===== config.mk =====
export PLATFORM = sky130hd
export DESIGN_NAME = goertzel_tone_detector
export DESIGN_NICKNAME = d
export VERILOG_FILES = /design/src/hdl/gtd_pkg.sv /design/src/hdl/gtd_datapath.sv /design/src/hdl/gtd_controller.sv /design/src/hdl/goertzel_tone_detector.sv
export VERILOG_INCLUDE_DIRS = /design/src /design/src/hdl
export SDC_FILE = /design/constraint.sdc
export NUM_CORES = 2
export LEC_CHECK = 0
export BUFFER_PORTS_ARGS = -buffer_cell sky130_fd_sc_hd__buf_2
export CAP_MARGIN = 10
export CORE_ASPECT_RATIO = 0.5
export CORE_MARGIN = 2
export CORE_UTILIZATION = 35
export DETAILED_ROUTE_END_ITERATION = 10
export PLACE_DENSITY_LB_ADDON = 0.12
export SLEW_MARGIN = 20
export SYNTH_ARGS = -nofsm -noshare
export SYNTH_HDL_FRONTEND = slang
export SYNTH_SLANG_ARGS = --single-unit
export TNS_END_PERCENT = 30

===== constraint.sdc =====
create_clock -name clk -period 25.3 [get_ports clk]
set_input_delay 5.06 -clock clk [delete_from_list [all_inputs] [get_ports clk]]
set_output_delay 5.06 -clock clk [all_outputs]
set_load 0.03 [all_outputs]

===== src/hdl/goertzel_tone_detector_macros.svh =====
// ----------------------------------------------------------------------------
// Goertzel tone detector assertion macros
// Shared concurrent assertion forms, sampled on clk, off while rst_n is low.
// ----------------------------------------------------------------------------
`ifndef GOERTZEL_TONE_DETECTOR_MACROS_SVH
`define GOERTZEL_TONE_DETECTOR_MACROS_SVH

// same-cycle implication
`define GTD_ASSERT_IMPL(label, ante, cons, msg) \
  label: assert property (@(posedge clk) disable iff (!rst_n) (ante) |-> (cons)) \
    else $error(msg);

// next-cycle implication
`define GTD_ASSERT_NEXT(label, ante, cons, msg) \
  label: assert property (@(posedge clk) disable iff (!rst_n) (ante) |=> (cons)) \
    else $error(msg);

`endif


===== src/hdl/gtd_pkg.sv =====
// ----------------------------------------------------------------------------
// Goertzel tone detector package
// Command types and the micro-op sequence shared by controller and datapath.
// ----------------------------------------------------------------------------
`timescale 1ns / 1ps
`default_nettype none

package gtd_pkg;

  localparam int STEP_W = 5;

  // step that writes q0; result sequence follows when the block ends
  localparam logic [STEP_W-1:0] STEP_Q         = 5'd3;
  localparam logic [STEP_W-1:0] STEP_RES_FIRST = 5'd4;
  localparam logic [STEP_W-1:0] STEP_LAST      = 5'd25;

  typedef enum logic [3:0] {
    SRC_C, SRC_COS, SRC_SIN,
    SRC_Q1L, SRC_Q1H, SRC_Q2L, SRC_Q2H,
    SRC_P0, SRC_P1, SRC_P2
  } src_t;

  typedef enum logic [1:0] {SH_0, SH_24, SH_48, SH_72} shift_t;

  typedef enum logic [2:0] {
    ST_NONE, ST_Q, ST_P, ST_RE, ST_IM, ST_T, ST_PWR
  } store_t;

  typedef struct packed {
    logic   mul;
    src_t   a;
    src_t   b;
    shift_t sh;
    logic   clr;
    store_t st;
  } uop_t;

  typedef struct packed {
    logic   load;
    logic   mul;
    src_t   a_sel;
    src_t   b_sel;
    shift_t sh;
    logic   clr;
    store_t st;
    logic   publish;
  } dp_cmd_t;

  function automatic uop_t uop_rom(input logic [STEP_W-1:0] step);
    uop_t u;
    case (step)
      // recurrence: c*q1
      5'd0:  u = '{1'b1, SRC_C,   SRC_Q1L, SH_0,  1'b1, ST_NONE};
      5'd1:  u = '{1'b1, SRC_C,   SRC_Q1H, SH_24, 1'b0, ST_NONE};
      5'd3:  u = '{1'b0, SRC_C,   SRC_C,   SH_0,  1'b0, ST_Q};
      // results: c*q1, q2*cos, q2*sin, (c*q1)*q2, q1^2 + q2^2
      5'd4:  u = '{1'b1, SRC_C,   SRC_Q1L, SH_0,  1'b1, ST_NONE};
      5'd5:  u = '{1'b1, SRC_C,   SRC_Q1H, SH_24, 1'b0, ST_NONE};
      5'd6:  u = '{1'b1, SRC_COS, SRC_Q2L, SH_0,  1'b1, ST_NONE};
      5'd7:  u = '{1'b1, SRC_COS, SRC_Q2H, SH_24, 1'b0, ST_P};
      5'd8:  u = '{1'b1, SRC_SIN, SRC_Q2L, SH_0,  1'b1, ST_NONE};
      5'd9:  u = '{1'b1, SRC_SIN, SRC_Q2H, SH_24, 1'b0, ST_RE};
      5'd10: u = '{1'b1, SRC_P0,  SRC_Q2L, SH_0,  1'b1, ST_NONE};
      5'd11: u = '{1'b1, SRC_P0,  SRC_Q2H, SH_24, 1'b0, ST_IM};
      5'd12: u = '{1'b1, SRC_P1,  SRC_Q2L, SH_24, 1'b0, ST_NONE};
      5'd13: u = '{1'b1, SRC_P1,  SRC_Q2H, SH_48, 1'b0, ST_NONE};
      5'd14: u = '{1'b1, SRC_P2,  SRC_Q2L, SH_48, 1'b0, ST_NONE};
      5'd15: u = '{1'b1, SRC_P2,  SRC_Q2H, SH_72, 1'b0, ST_NONE};
      5'd16: u = '{1'b1, SRC_Q1L, SRC_Q1L, SH_0,  1'b1, ST_NONE};
      5'd17: u = '{1'b1, SRC_Q1L, SRC_Q1H, SH_24, 1'b0, ST_T};
      5'd18: u = '{1'b1, SRC_Q1H, SRC_Q1L, SH_24, 1'b0, ST_NONE};
      5'd19: u = '{1'b1, SRC_Q1H, SRC_Q1H, SH_48, 1'b0, ST_NONE};
      5'd20: u = '{1'b1, SRC_Q2L, SRC_Q2L, SH_0,  1'b0, ST_NONE};
      5'd21: u = '{1'b1, SRC_Q2L, SRC_Q2H, SH_24, 1'b0, ST_NONE};
      5'd22: u = '{1'b1, SRC_Q2H, SRC_Q2L, SH_24, 1'b0, ST_NONE};
      5'd23: u = '{1'b1, SRC_Q2H, SRC_Q2H, SH_48, 1'b0, ST_NONE};
      5'd25: u = '{1'b0, SRC_C,   SRC_C,   SH_0,  1'b0, ST_PWR};
      default: u = '{1'b0, SRC_C, SRC_C, SH_0, 1'b0, ST_NONE};
    endcase
    return u;
  endfunction

endpackage

`default_nettype wire


===== src/hdl/gtd_datapath.sv =====
// ----------------------------------------------------------------------------
// Goertzel datapath
// Shared 25x25 multiplier, 112-bit shift-accumulator, delay line and results.
// ----------------------------------------------------------------------------
`timescale 1ns / 1ps
`default_nettype none

module gtd_datapath import gtd_pkg::*; (
  input  logic               clk,
  input  logic               rst_n,
  input  dp_cmd_t            cmd,
  input  logic [7:0]         in_sample,
  input  logic signed [16:0] recur_coeff,
  input  logic signed [15:0] bin_cosine,
  input  logic signed [15:0] bin_sine,
  output logic [62:0]        out_power,
  output logic signed [47:0] out_bin_real,
  output logic signed [47:0] out_bin_imag
);

  function automatic logic signed [24:0] pick(
    input src_t               s,
    input logic signed [47:0] q1,
    input logic signed [47:0] q2,
    input logic signed [71:0] p,
    input logic signed [16:0] c,
    input logic signed [15:0] cs,
    input logic signed [15:0] sn
  );
    logic signed [24:0] v;
    case (s)
      SRC_C:   v = {{8{c[16]}}, c};
      SRC_COS: v = {{9{cs[15]}}, cs};
      SRC_SIN: v = {{9{sn[15]}}, sn};
      SRC_Q1L: v = {1'b0, q1[23:0]};
      SRC_Q1H: v = {q1[47], q1[47:24]};
      SRC_Q2L: v = {1'b0, q2[23:0]};
      SRC_Q2H: v = {q2[47], q2[47:24]};
      SRC_P0:  v = {1'b0, p[23:0]};
      SRC_P1:  v = {1'b0, p[47:24]};
      SRC_P2:  v = {p[71], p[71:48]};
      default: v = '0;
    endcase
    return v;
  endfunction

  function automatic logic signed [47:0] sat48(input logic [50:0] v);
    logic signed [47:0] r;
    if (v[50:47] == 4'b0000 || v[50:47] == 4'b1111) begin
      r = v[47:0];
    end else if (v[50]) begin
      r = {1'b1, {47{1'b0}}};
    end else begin
      r = {1'b0, {47{1'b1}}};
    end
    return r;
  endfunction

  logic signed [47:0]  q1_r, q2_r;
  logic [7:0]          sample_r;
  logic signed [49:0]  prod_r;
  logic                acc_en_r, clr_d_r;
  shift_t              sh_d_r;
  logic [111:0]        acc_r, acc_nxt;
  logic signed [71:0]  p_r;
  logic signed [96:0]  t_r;
  logic signed [47:0]  re_stg_r, im_stg_r;
  logic [62:0]         pwr_stg_r;
  logic [62:0]         power_r;
  logic signed [47:0]  real_r, imag_r;

  logic signed [24:0]  a_op, b_op;
  logic signed [49:0]  prod_nxt;
  logic [111:0]        pp_ext, pp_sh;
  logic [50:0]         q0_w, re_w;
  logic [111:0]        diff_w;
  logic [96:0]         shd_w;
  logic [62:0]         pwr_nxt;

  assign a_op     = pick(cmd.a_sel, q1_r, q2_r, p_r, recur_coeff, bin_cosine, bin_sine);
  assign b_op     = pick(cmd.b_sel, q1_r, q2_r, p_r, recur_coeff, bin_cosine, bin_sine);
  assign prod_nxt = a_op * b_op;

  always_comb begin
    pp_ext = {{62{prod_r[49]}}, prod_r};
    case (sh_d_r)
      SH_0:    pp_sh = pp_ext;
      SH_24:   pp_sh = pp_ext << 24;
      SH_48:   pp_sh = pp_ext << 48;
      SH_72:   pp_sh = pp_ext << 72;
      default: pp_sh = pp_ext;
    endcase
    acc_nxt = (clr_d_r ? 112'd0 : acc_r) + pp_sh;
  end

  // q0 = floor(c*q1 / 2^15) - q2 + sample * 2^15
  assign q0_w = {acc_r[64], acc_r[64:15]} - {{3{q2_r[47]}}, q2_r}
              + {28'b0, sample_r, 15'b0};

  assign re_w = {{3{q1_r[47]}}, q1_r} - {{2{acc_r[63]}}, acc_r[63:15]};

  assign diff_w = acc_r - {{15{t_r[96]}}, t_r};
  assign shd_w  = diff_w[111:15];

  always_comb begin
    if (shd_w[96]) begin
      pwr_nxt = '0;
    end else if (|shd_w[95:63]) begin
      pwr_nxt = '1;
    end else begin
      pwr_nxt = shd_w[62:0];
    end
  end

  always_ff @(posedge clk) begin
    if (!rst_n) begin
      q1_r     <= '0;
      q2_r     <= '0;
      acc_en_r <= 1'b0;
    end else begin
      acc_en_r <= cmd.mul;
      case (cmd.st)
        ST_Q: begin
          q2_r <= q1_r;
          q1_r <= sat48(q0_w);
        end
        ST_PWR: begin
          q1_r <= '0;
          q2_r <= '0;
        end
        default: begin
        end
      endcase
    end
  end

  always_ff @(posedge clk) begin
    if (cmd.load) begin
      sample_r <= in_sample;
    end
    if (cmd.mul) begin
      prod_r  <= prod_nxt;
      clr_d_r <= cmd.clr;
      sh_d_r  <= cmd.sh;
    end
    if (acc_en_r) begin
      acc_r <= acc_nxt;
    end
    case (cmd.st)
      ST_P:    p_r       <= acc_r[71:0];
      ST_RE:   re_stg_r  <= sat48(re_w);
      ST_IM:   im_stg_r  <= acc_r[62:15];
      ST_T:    t_r       <= acc_r[111:15];
      ST_PWR:  pwr_stg_r <= pwr_nxt;
      default: begin
      end
    endcase
    if (cmd.publish) begin
      power_r <= pwr_stg_r;
      real_r  <= re_stg_r;
      imag_r  <= im_stg_r;
    end
  end

  assign out_power    = power_r;
  assign out_bin_real = real_r;
  assign out_bin_imag = imag_r;

endmodule

`default_nettype wire


===== src/hdl/gtd_controller.sv =====
// ----------------------------------------------------------------------------
// Goertzel controller
// Handshakes, block counter and micro-op sequencing of the datapath.
// ----------------------------------------------------------------------------
`timescale 1ns / 1ps
`default_nettype none

`include "goertzel_tone_detector_macros.svh"

module gtd_controller import gtd_pkg::*; #(
  parameter int MAX_BLOCK = 1024
) (
  input  logic        clk,
  input  logic        rst_n,
  input  logic        in_valid,
  output logic        in_ready,
  output logic        out_valid,
  input  logic        out_ready,
  input  logic [10:0] block_size,
  output dp_cmd_t     cmd
);

  typedef enum logic [1:0] {IDLE, RUN, PUBLISH} state_t;

  localparam int          CNT_W   = $clog2(MAX_BLOCK);
  localparam logic [16:0] MAX_LEN = 17'(MAX_BLOCK);

  state_t            state_r;
  logic [STEP_W-1:0] step_r;
  logic [CNT_W-1:0]  seen_r;
  logic              out_valid_r;

  logic [16:0] blk_w, len_w, seen_inc;
  logic        last, accept, pub_ok;
  uop_t        uop;

  assign blk_w    = {6'b0, block_size};
  assign len_w    = (blk_w == 17'd0) ? 17'd1 : ((blk_w > MAX_LEN) ? MAX_LEN : blk_w);
  assign seen_inc = 17'(seen_r) + 17'd1;
  assign last     = (seen_inc >= len_w);

  assign uop      = uop_rom(step_r);
  assign in_ready = (state_r == IDLE) || (state_r == RUN && step_r == STEP_Q && !last);
  assign accept   = in_valid && in_ready;
  assign pub_ok   = !out_valid_r || out_ready;

  always_comb begin
    cmd.load    = accept;
    cmd.mul     = (state_r == RUN) && uop.mul;
    cmd.a_sel   = uop.a;
    cmd.b_sel   = uop.b;
    cmd.sh      = uop.sh;
    cmd.clr     = uop.clr;
    cmd.st      = (state_r == RUN) ? uop.st : ST_NONE;
    cmd.publish = (state_r == PUBLISH) && pub_ok;
  end

  always_ff @(posedge clk) begin
    if (!rst_n) begin
      state_r     <= IDLE;
      step_r      <= '0;
      seen_r      <= '0;
      out_valid_r <= 1'b0;
    end else begin
      if (cmd.publish) begin
        out_valid_r <= 1'b1;
      end else if (out_ready) begin
        out_valid_r <= 1'b0;
      end
      case (state_r)
        IDLE: begin
          if (accept) begin
            state_r <= RUN;
            step_r  <= '0;
          end
        end
        RUN: begin
          if (step_r == STEP_Q) begin
            if (last) begin
              seen_r <= '0;
              step_r <= STEP_RES_FIRST;
            end else begin
              seen_r <= seen_inc[CNT_W-1:0];
              if (accept) begin
                step_r <= '0;
              end else begin
                state_r <= IDLE;
              end
            end
          end else if (step_r == STEP_LAST) begin
            state_r <= PUBLISH;
          end else begin
            step_r <= step_r + 1'b1;
          end
        end
        PUBLISH: begin
          if (pub_ok) begin
            state_r <= IDLE;
          end
        end
        default: state_r <= IDLE;
      endcase
    end
  end

  assign out_valid = out_valid_r;

  `GTD_ASSERT_IMPL(a_publish_free, cmd.publish, !out_valid_r || out_ready, "publish over held result")
  `GTD_ASSERT_NEXT(a_accept_starts, accept, state_r == RUN && step_r == '0, "item did not start")
  `GTD_ASSERT_IMPL(a_valid_from_pub, $rose(out_valid_r), $past(cmd.publish), "result without publish")
  `GTD_ASSERT_IMPL(a_block_cleared, state_r == PUBLISH, seen_r == '0, "counter not cleared at block end")

endmodule

`default_nettype wire


===== src/hdl/goertzel_tone_detector.sv =====
// ----------------------------------------------------------------------------
// Goertzel tone detector
// Single-bin Goertzel over unsigned 8-bit samples, Q.15 fixed point.
// Input channel in_valid/in_ready carries one sample per item. Output channel
// out_valid/out_ready carries power, bin_real and bin_imag once per block of
// block_size samples (0 acts as 1, above MAX_BLOCK acts as MAX_BLOCK).
// Configuration channel cfg_valid/cfg_ready writes cfg_data to register
// cfg_index: 0 recur_coeff, 1 bin_cosine, 2 bin_sine, 3 block_size; write it
// only while the block is idle.
// Within a block a new sample is taken only once the last one's recurrence
// writes q0, after two passes of the single 25x25 multiplier plus its product
// and accumulator registers. A block-ending sample then runs the result
// sequence (the result terms run through the same multiplier); once the
// output is free, the result goes into the output register as out_valid rises.
// Reset clears the delay line, sample counter and output valid, and loads
// the registers with 0, 32767, 0 and 205.
// A stalled receiver holds the result; the next block runs through its last
// sample and result sequence, then waits until the held result is taken.
// ----------------------------------------------------------------------------
`timescale 1ns / 1ps
`default_nettype none

module goertzel_tone_detector import gtd_pkg::*; #(
  parameter int MAX_BLOCK = 1024
) (
  input  logic               clk,
  input  logic               rst_n,
  input  logic               in_valid,
  output logic               in_ready,
  input  logic [7:0]         in_sample,
  output logic               out_valid,
  input  logic               out_ready,
  output logic [62:0]        out_power,
  output logic signed [47:0] out_bin_real,
  output logic signed [47:0] out_bin_imag,
  input  logic               cfg_valid,
  output logic               cfg_ready,
  input  logic [1:0]         cfg_index,
  input  logic [16:0]        cfg_data
);

  localparam logic [1:0] REG_RECUR_COEFF = 2'd0;
  localparam logic [1:0] REG_BIN_COSINE  = 2'd1;
  localparam logic [1:0] REG_BIN_SINE    = 2'd2;
  localparam logic [1:0] REG_BLOCK_SIZE  = 2'd3;

  logic signed [16:0] recur_coeff_r;
  logic signed [15:0] bin_cosine_r;
  logic signed [15:0] bin_sine_r;
  logic [10:0]        block_size_r;
  dp_cmd_t            cmd;

  assign cfg_ready = 1'b1;

  always_ff @(posedge clk) begin
    if (!rst_n) begin
      recur_coeff_r <= 17'sd0;
      bin_cosine_r  <= 16'sd32767;
      bin_sine_r    <= 16'sd0;
      block_size_r  <= 11'd205;
    end else if (cfg_valid && cfg_ready) begin
      case (cfg_index)
        REG_RECUR_COEFF: recur_coeff_r <= cfg_data;
        REG_BIN_COSINE:  bin_cosine_r  <= cfg_data[15:0];
        REG_BIN_SINE:    bin_sine_r    <= cfg_data[15:0];
        REG_BLOCK_SIZE:  block_size_r  <= cfg_data[10:0];
        default: begin
        end
      endcase
    end
  end

  gtd_controller #(
    .MAX_BLOCK (MAX_BLOCK)
  ) u_ctrl (
    .clk        (clk),
    .rst_n      (rst_n),
    .in_valid   (in_valid),
    .in_ready   (in_ready),
    .out_valid  (out_valid),
    .out_ready  (out_ready),
    .block_size (block_size_r),
    .cmd        (cmd)
  );

  gtd_datapath u_dp (
    .clk          (clk),
    .rst_n        (rst_n),
    .cmd          (cmd),
    .in_sample    (in_sample),
    .recur_coeff  (recur_coeff_r),
    .bin_cosine   (bin_cosine_r),
    .bin_sine     (bin_sine_r),
    .out_power    (out_power),
    .out_bin_real (out_bin_real),
    .out_bin_imag (out_bin_imag)
  );

endmodule

`default_nettype wire

=== Word-level counts from Yosys, hierarchy flattened ===
Memory sizes are Yosys's and may differ from the RTL's. A register that Yosys moved wholly into a read port is not among the register bits.
Cells that the tools add are included.

* Logic and storage cells: 138
* Flip-flop bits (word level): 835
* Output and inout bits: 162
* Memories kept: 1
* Input bits: 32
* Bits in read-only memories: 448

* $mul: 1
* Mux-type cells: 31
* Reductions and logical operators: 30
* Add/sub/neg operators: 7
* Order comparisons: 2
* Equal/unequal tests: 42

{| class="wikitable"
|+ Memories
! memory !! depth !! bits a word !! read ports !! clocked after Yosys merged registers in !! wr ports !! RTL line !! RTL
|-
| (name not given) || 32 || 14 || 1 || 1 || 0 || gtd_pkg.sv:51 || <nowiki>case (step)</nowiki>
|}

{| class="wikitable"
|+ Operators with widths
! operator !! number
|-
| 25-bit case mux with 10 select lines || 2
|-
| 112-bit case mux with 4 select lines || 1
|-
| 48-bit two-way mux || 4
|-
| 48-bit case mux with 2 select lines || 2
|-
| 112-bit adder || 1
|-
| 112-bit two-way mux || 1
|-
| 112-bit subtractor || 1
|-
| 63-bit two-way mux || 1
|-
| 51-bit by 23-bit adder with 51-bit output || 1
|-
| 50-bit by 48-bit subtractor with 51-bit output || 1
|-
| 25-bit by 25-bit multiplier with 50-bit output || 1
|-
| 48-bit by 49-bit subtractor with 50-bit output || 1
|-
| 33-bit OR reduction || 1
|-
| 4-bit by 3-bit equality test with 1-bit output (second input constant) || 8
|-
| 5-bit two-way mux || 6
|-
| 4-bit equality test (second input constant) || 6
|-
| 17-bit >= comparator || 1
|-
| 17-bit logical NOT || 1
|-
| 17-bit two-way mux || 1
|-
| 4-bit by 2-bit equality test with 1-bit output (second input constant) || 4
|-
| 4-bit logical NOT || 4
|-
| 2-bit two-way mux || 6
|-
| 2-bit AND reduction || 6
|-
| 10-bit by 1-bit adder with 11-bit output (second input constant) || 1
|-
| 25 further kinds || 51
|}

=== Longest topological paths before layout ===
* Depth in word-level cells: 14
* Mapped depth: 38
* Gate-level depth less buffers: 34

=== By module ===
From an unflattened synthesis, not the netlist that was laid out.

* Cells, all modules: 8051
* Area total of the unflattened synthesis: 75896.5 µm²

{| class="wikitable"
|+ Modules (own cells, without submodules)
! module !! cells an instance !! sequential area each (µm²) !! area an instance (µm²) !! instances
|-
| gtd_datapath || 7531 || 21760.9 || 71222.1 || 1
|-
| goertzel_tone_detector || 237 || 1201.2 || 2442.3 || 1
|-
| gtd_controller || 283 || 640.6 || 2232.1 || 1
|}

=== Worst setup path after synthesis ===
Ideal clock, no wire load.

* Path kind: in2reg
* Start: in out_ready
* End: reg u_dp.imag_r[0], in the netlist u_dp.out_bin_imag[0], enable pin
* Arrival: 8886 ps
* Stages: 2
* Data required time: 24761 ps
* Slack: 15875 ps
* Cell sequence: nand2b_1 -> and3_1

{| class="wikitable"
|+ RTL lines
! item !! RTL line !! RTL
|-
| from (decl) || goertzel_tone_detector.sv:32 || <nowiki>input logic out_ready,</nowiki>
|-
| to (signal assigned) || gtd_datapath.sv:161 || <nowiki>imag_r <= im_stg_r;</nowiki>
|-
| to (decl) || gtd_datapath.sv:70 || <nowiki>logic signed [47:0] real_r, imag_r;</nowiki>
|}

=== Final worst setup path ===
* Start: reg, netlist name u_ctrl.uop[8]
* End: reg u_dp.prod_r[49] (data pin)

* Word-level cells in the longest chain between the ends: 3
* Elaborated cells on any way between the ends: 12

{| class="wikitable"
|+ RTL lines
! item !! RTL line !! RTL
|-
| 4-bit equality test, or another cell as far along || gtd_datapath.sv:31 || <nowiki>case (s)</nowiki>
|-
| 25-bit case mux with 10 select lines (*) || gtd_datapath.sv:31 ||
|-
| 25-bit by 25-bit multiplier with 50-bit output (*) || gtd_datapath.sv:82 || <nowiki>assign prod_nxt = a_op * b_op;</nowiki>
|-
| named net u_dp.prod_nxt[49] || gtd_datapath.sv:73 || <nowiki>logic signed [49:0] prod_nxt;</nowiki>
|-
| to (signal assigned) || gtd_datapath.sv:142 || <nowiki>prod_r <= prod_nxt;</nowiki>
|-
| to (decl) || gtd_datapath.sv:61 || <nowiki>logic signed [49:0] prod_r;</nowiki>
|}

Mark *: on every way through the listed nets, which the timed path passes. The rest lies on a longest branch.
A chain may end at the register's enable or synchronous reset.

==> metrics.md <==
| Metric | Value |
|---|---|
| Outcome | `complete, no violations` |
| Syn nets | `between 9k and 10k` |
| Post-Place Worst Slack | `between 15 and 20 ns` |
| Worst R2R End | `u_dp.prod_r[49]` |
| CP max stage cell | `fa_1` |
| Post-CTS Hold Fix Bufs | `0` |
| Crit start category | `flop` |
| Mapped Area | `~75000 um2` |
| Worst-margin pin slew | `around 1.2 ns` |
| Max Slew Vio Count | `0` |
| Final net count | `9330` |
| Hold Crit Class | `reg2reg` |
| Max incr delay on CP | `between 0.6 and 0.7 ns` |
| Clock skew | `slightly above 0.05 ns` |
| Commonest non-fill, non-tap cell in the layout | `inv_1` |
| Final Hold Vio Count | `0` |
| Via density | `approximately 5.6` |
| Post-route setup slack | `roughly 15 ns` |
| Die Ht | `332 um` |
| Worst slew margin | `0.213` |
| Top cell type's share of synthesized area | `0.264` |
| Worst setup path start | `u_ctrl.uop[8]` |
| CP endpoint | `u_dp.prod_r[49]` |
| Worst-Skew Late Latency | `about 0.73 ns` |
| Critical path peak fanout | `55` |
| Post-Route WL | `approximately 300 mm` |
| Max Root-Sink Buffers | `3` |
| Die Wd | `approximately 660 um` |
| Ys flop type | `edfxtp_1` |
| Final TNS setup | `0 ns` |
| Post-synth cell types | `91` |
| Nature of the critical path endpoint | `flop` |
| CTS root buf | `clkbuf_16` |
| Min Tclk post-route | `9.86 ns` |
| RSZ-0062 raised after global routing | `false` |
| Wire length per cell | `roughly 27 um` |
| Total GRT Usage | `0.272` |
| H-tree depth | `3` |
| Hold WS | `~0.41 ns` |
| Core ar. | `214000 um2` |
| DRC errors left | `0` |
| Worst-path clk slew | `around 0.070 ns` |
| Cts repair resizes | `0` |
| Synthesized area per cell | `9.32 um2` |
| Synth area leaders | `edfxtp_1, fa_1, ha_1` |
| CTS tree | `built` |
| Pin count of the biggest net entering global routing | `73` |
| Grt ovf | `0` |
| Total number of vias | `61.9k` |
| Initial antenna violation count | `23` |
| # IOs | `a little under 200` |
| Fmax | `101 MHz` |
| Critical path class | `reg2reg` |
| Hold_sp | `u_ctrl.uop[4]` |
| Max Cap Viol | `0` |
| Cells after synthesis | `8056` |
| Setup slack, reg-to-reg | `between 15 and 20 ns` |
| Area leader, netlist | `edfxtp_1` |
| Most frequent cells in the layout | `inv_1, nand2_1, nor2_1` |
| Post-synth EDFFs | `660` |
| Area grow syn2layout | `10.0%` |
| CP most frequent cell | `fa_1` |
| Critical Path AT | `between 10 and 15 ns` |
| Post-synth ARST share | `0` |
| Filler Cell Count | `around 22k` |
| IO buf count | `between 150 and 200` |
| CTS Buf Count | `89` |
| DR pass1 iterations | `9` |
| TritonCTS sink count | `between 800 and 900` |
| Critical R2R Launch | `u_ctrl.uop[8]` |
| Worst Path Required | `between 20 and 30 ns` |
| Number of global-route vias before repair | `around 60k` |
| Synth Register Bits | `between 800 and 900` |
| Initial drt markers | `around 6.8k` |
| Highest ir drop seen on vdd | `approximately 0.05 mV` |
| Layout cell share with drive strength beyond 1 | `0.0761` |
| HPWL Detailed | `approximately 240 mm` |
| Pwr Density | `approximately 50 nW/um2` |
| Final period util | `0.390` |
| Lkg Pwr | `35.6 nW` |
| Post-CTS setup buffers | `0` |
| Synth Warn # | `0` |
| Proportion of synthesized chip area in sequential cells | `0.314` |
| Initial Util | `0.352` |
| Antenna viol nets, final | `0` |
| First-pass GRT wire length | `433 mm` |
| Placer congestion estimate | `between 0.9 and 1` |
| Reg2reg path depth | `32` |
| Row count | `120` |
| Die area | `between 200000 and 250000 um2` |
| Count of final setup violators | `0` |
-- sequential cells by signal, summed over array words and instances (netlist names), 5 cells and up --
| name | count |
|---|---|
| u_dp.sample_r | 8 |
| u_ctrl.seen_r | 10 |
| u_dp.re_stg_r | 48 |
| block_size_r | 11 |
| u_dp.p_r | 72 |
| u_dp.q1_r | 48 |
| u_ctrl.uop | 14 |
| u_dp.t_r | 97 |
| u_dp.prod_r | 50 |
| u_dp.out_bin_real | 48 |
| u_dp.pwr_stg_r | 63 |
| recur_coeff_r | 17 |
| u_dp.acc_r | 112 |
| u_dp.out_bin_imag | 48 |
| u_dp.q2_r | 48 |
| u_dp.out_power | 63 |
| bin_cosine_r | 16 |
| bin_sine_r | 16 |
| u_dp.im_stg_r | 48 |
| u_ctrl.step_r | 5 |
-- critical path, delay by kind of cell, from the launching register on --
| kind | cells | cell delay, ns |
|---|---|---|
| flip-flops | 1 | 0.31 |
| AO/OA/AOI/OAI | 10 | 2.72 |
| XOR/XNOR | 1 | 0.12 |
| buffers and inverters | 8 | 1.65 |
| AND/OR/NAND/NOR | 5 | 0.53 |
| adder cells (fa/ha/maj) | 8 | 4.20 |
-- kinds of logic after synthesis --
group / Yosys count / share of synthesized area
other cells: 1 / 0.0000499
fa+ha+maj: 1193 / 0.266
buf+inv: 1396 / 0.0700
flops: 849 / 0.314
compound gates: 1871 / 0.159
xor+xnor: 327 / 0.0381
simple gates: 2341 / 0.139
mux: 78 / 0.0136
-- routing by layer --
metal,routed length [um],vias to the layer above,global-route usage
met1,146000,31290,0.419
met2,124000,2535,0.387
met3,25900,361,0.0531
li1,-,27721,-
met4,7790,0,0.0640
met5,0,-,0
-- worst min path at each step --
stage / endpoint / slack (ns) / cells past startpoint
3_5_place_dp: u_dp.sh_d_r[0] / 0.39 / 0
2_1_floorplan: u_dp.clr_d_r / 0.39 / 0
5_1_grt: u_dp.out_bin_real[5] / 0.40 / 0
3_3_place_gp: u_dp.sh_d_r[0] / 0.39 / 0
4_1_cts: u_dp.out_bin_real[14] / 0.39 / 0
6_report: u_dp.sh_d_r[0] / 0.41 / 0
-- final cells by class --
class | count | area [um2] | share of cell area
repair buffers | 334 | 2030 | 0.0245
inverters | 1020 | 3830 | 0.0464
clock inverters | 55 | 714 | 0.00865
well taps | 2867 | 3590 | 0.0434
multi-input cells | 5811 | 46500 | 0.562
diodes | 6 | 15.0 | 0.000182
flip-flops and latches | 849 | 23600 | 0.286
clock buffers | 109 | 2370 | 0.0287
-- where the power goes --
part | switching, mW | internal [mW] | total (mW) | leakage [nW]
Clock | 0.625 | 0.803 | 1.43 | 1.49
Sequential | 0.0674 | 1.56 | 1.62 | 7.55
Combinational | 0.701 | 0.350 | 1.05 | 26.5
-- through the flow --
| stage | total power, mW | area [um2] | util | std cells |
|---|---|---|---|---|
| 6_report | 4.10 | 82600 | 0.387 | 11051 |
| 5_1_grt | 4.28 | 82600 | 0.387 | 11045 |
| 4_1_cts | 4.11 | 82600 | 0.387 | 11045 |
| 3_5_place_dp | 2.68 | 79500 | 0.372 | 10881 |
| 3_3_place_gp | 2.68 | 79500 | 0.372 | 10881 |
| 2_1_floorplan | 2.29 | 75100 | - | 8056 |
-- Yosys cell counts (12+ instances only) --
cell         n
o21ai_0    358
xnor2_1    215
a21o_1     191
nor4_1      30
ha_1       524
xor2_1     112
nand3_1    116
and2_1      58
a22o_1      12
and4_1      16
nand2b_1    71
o31a_1      13
nor3_1      84
a31o_2      23
or3_1       25
a211oi_1    44
nand4_1    103
a31oi_1    125
nor2b_1     99
o31ai_1     26
mux4_2      18
or2_2       31
o221ai_1    17
nand3b_1    14
o21bai_1    88
a21boi_0    15
inv_1     1019
nand2_1    906
a221oi_1    24
and3_1      42
o211ai_1    37
o21ai_1     15
fa_1       669
nor2_1     712
dfxtp_1    189
clkbuf_1   345
buf_1       20
o21a_1      53
a221o_1     12
a22oi_1    163
edfxtp_1   660
mux2i_1     48
a211o_1     17
a21oi_1    540
Power figures use the tool's default switching activity.
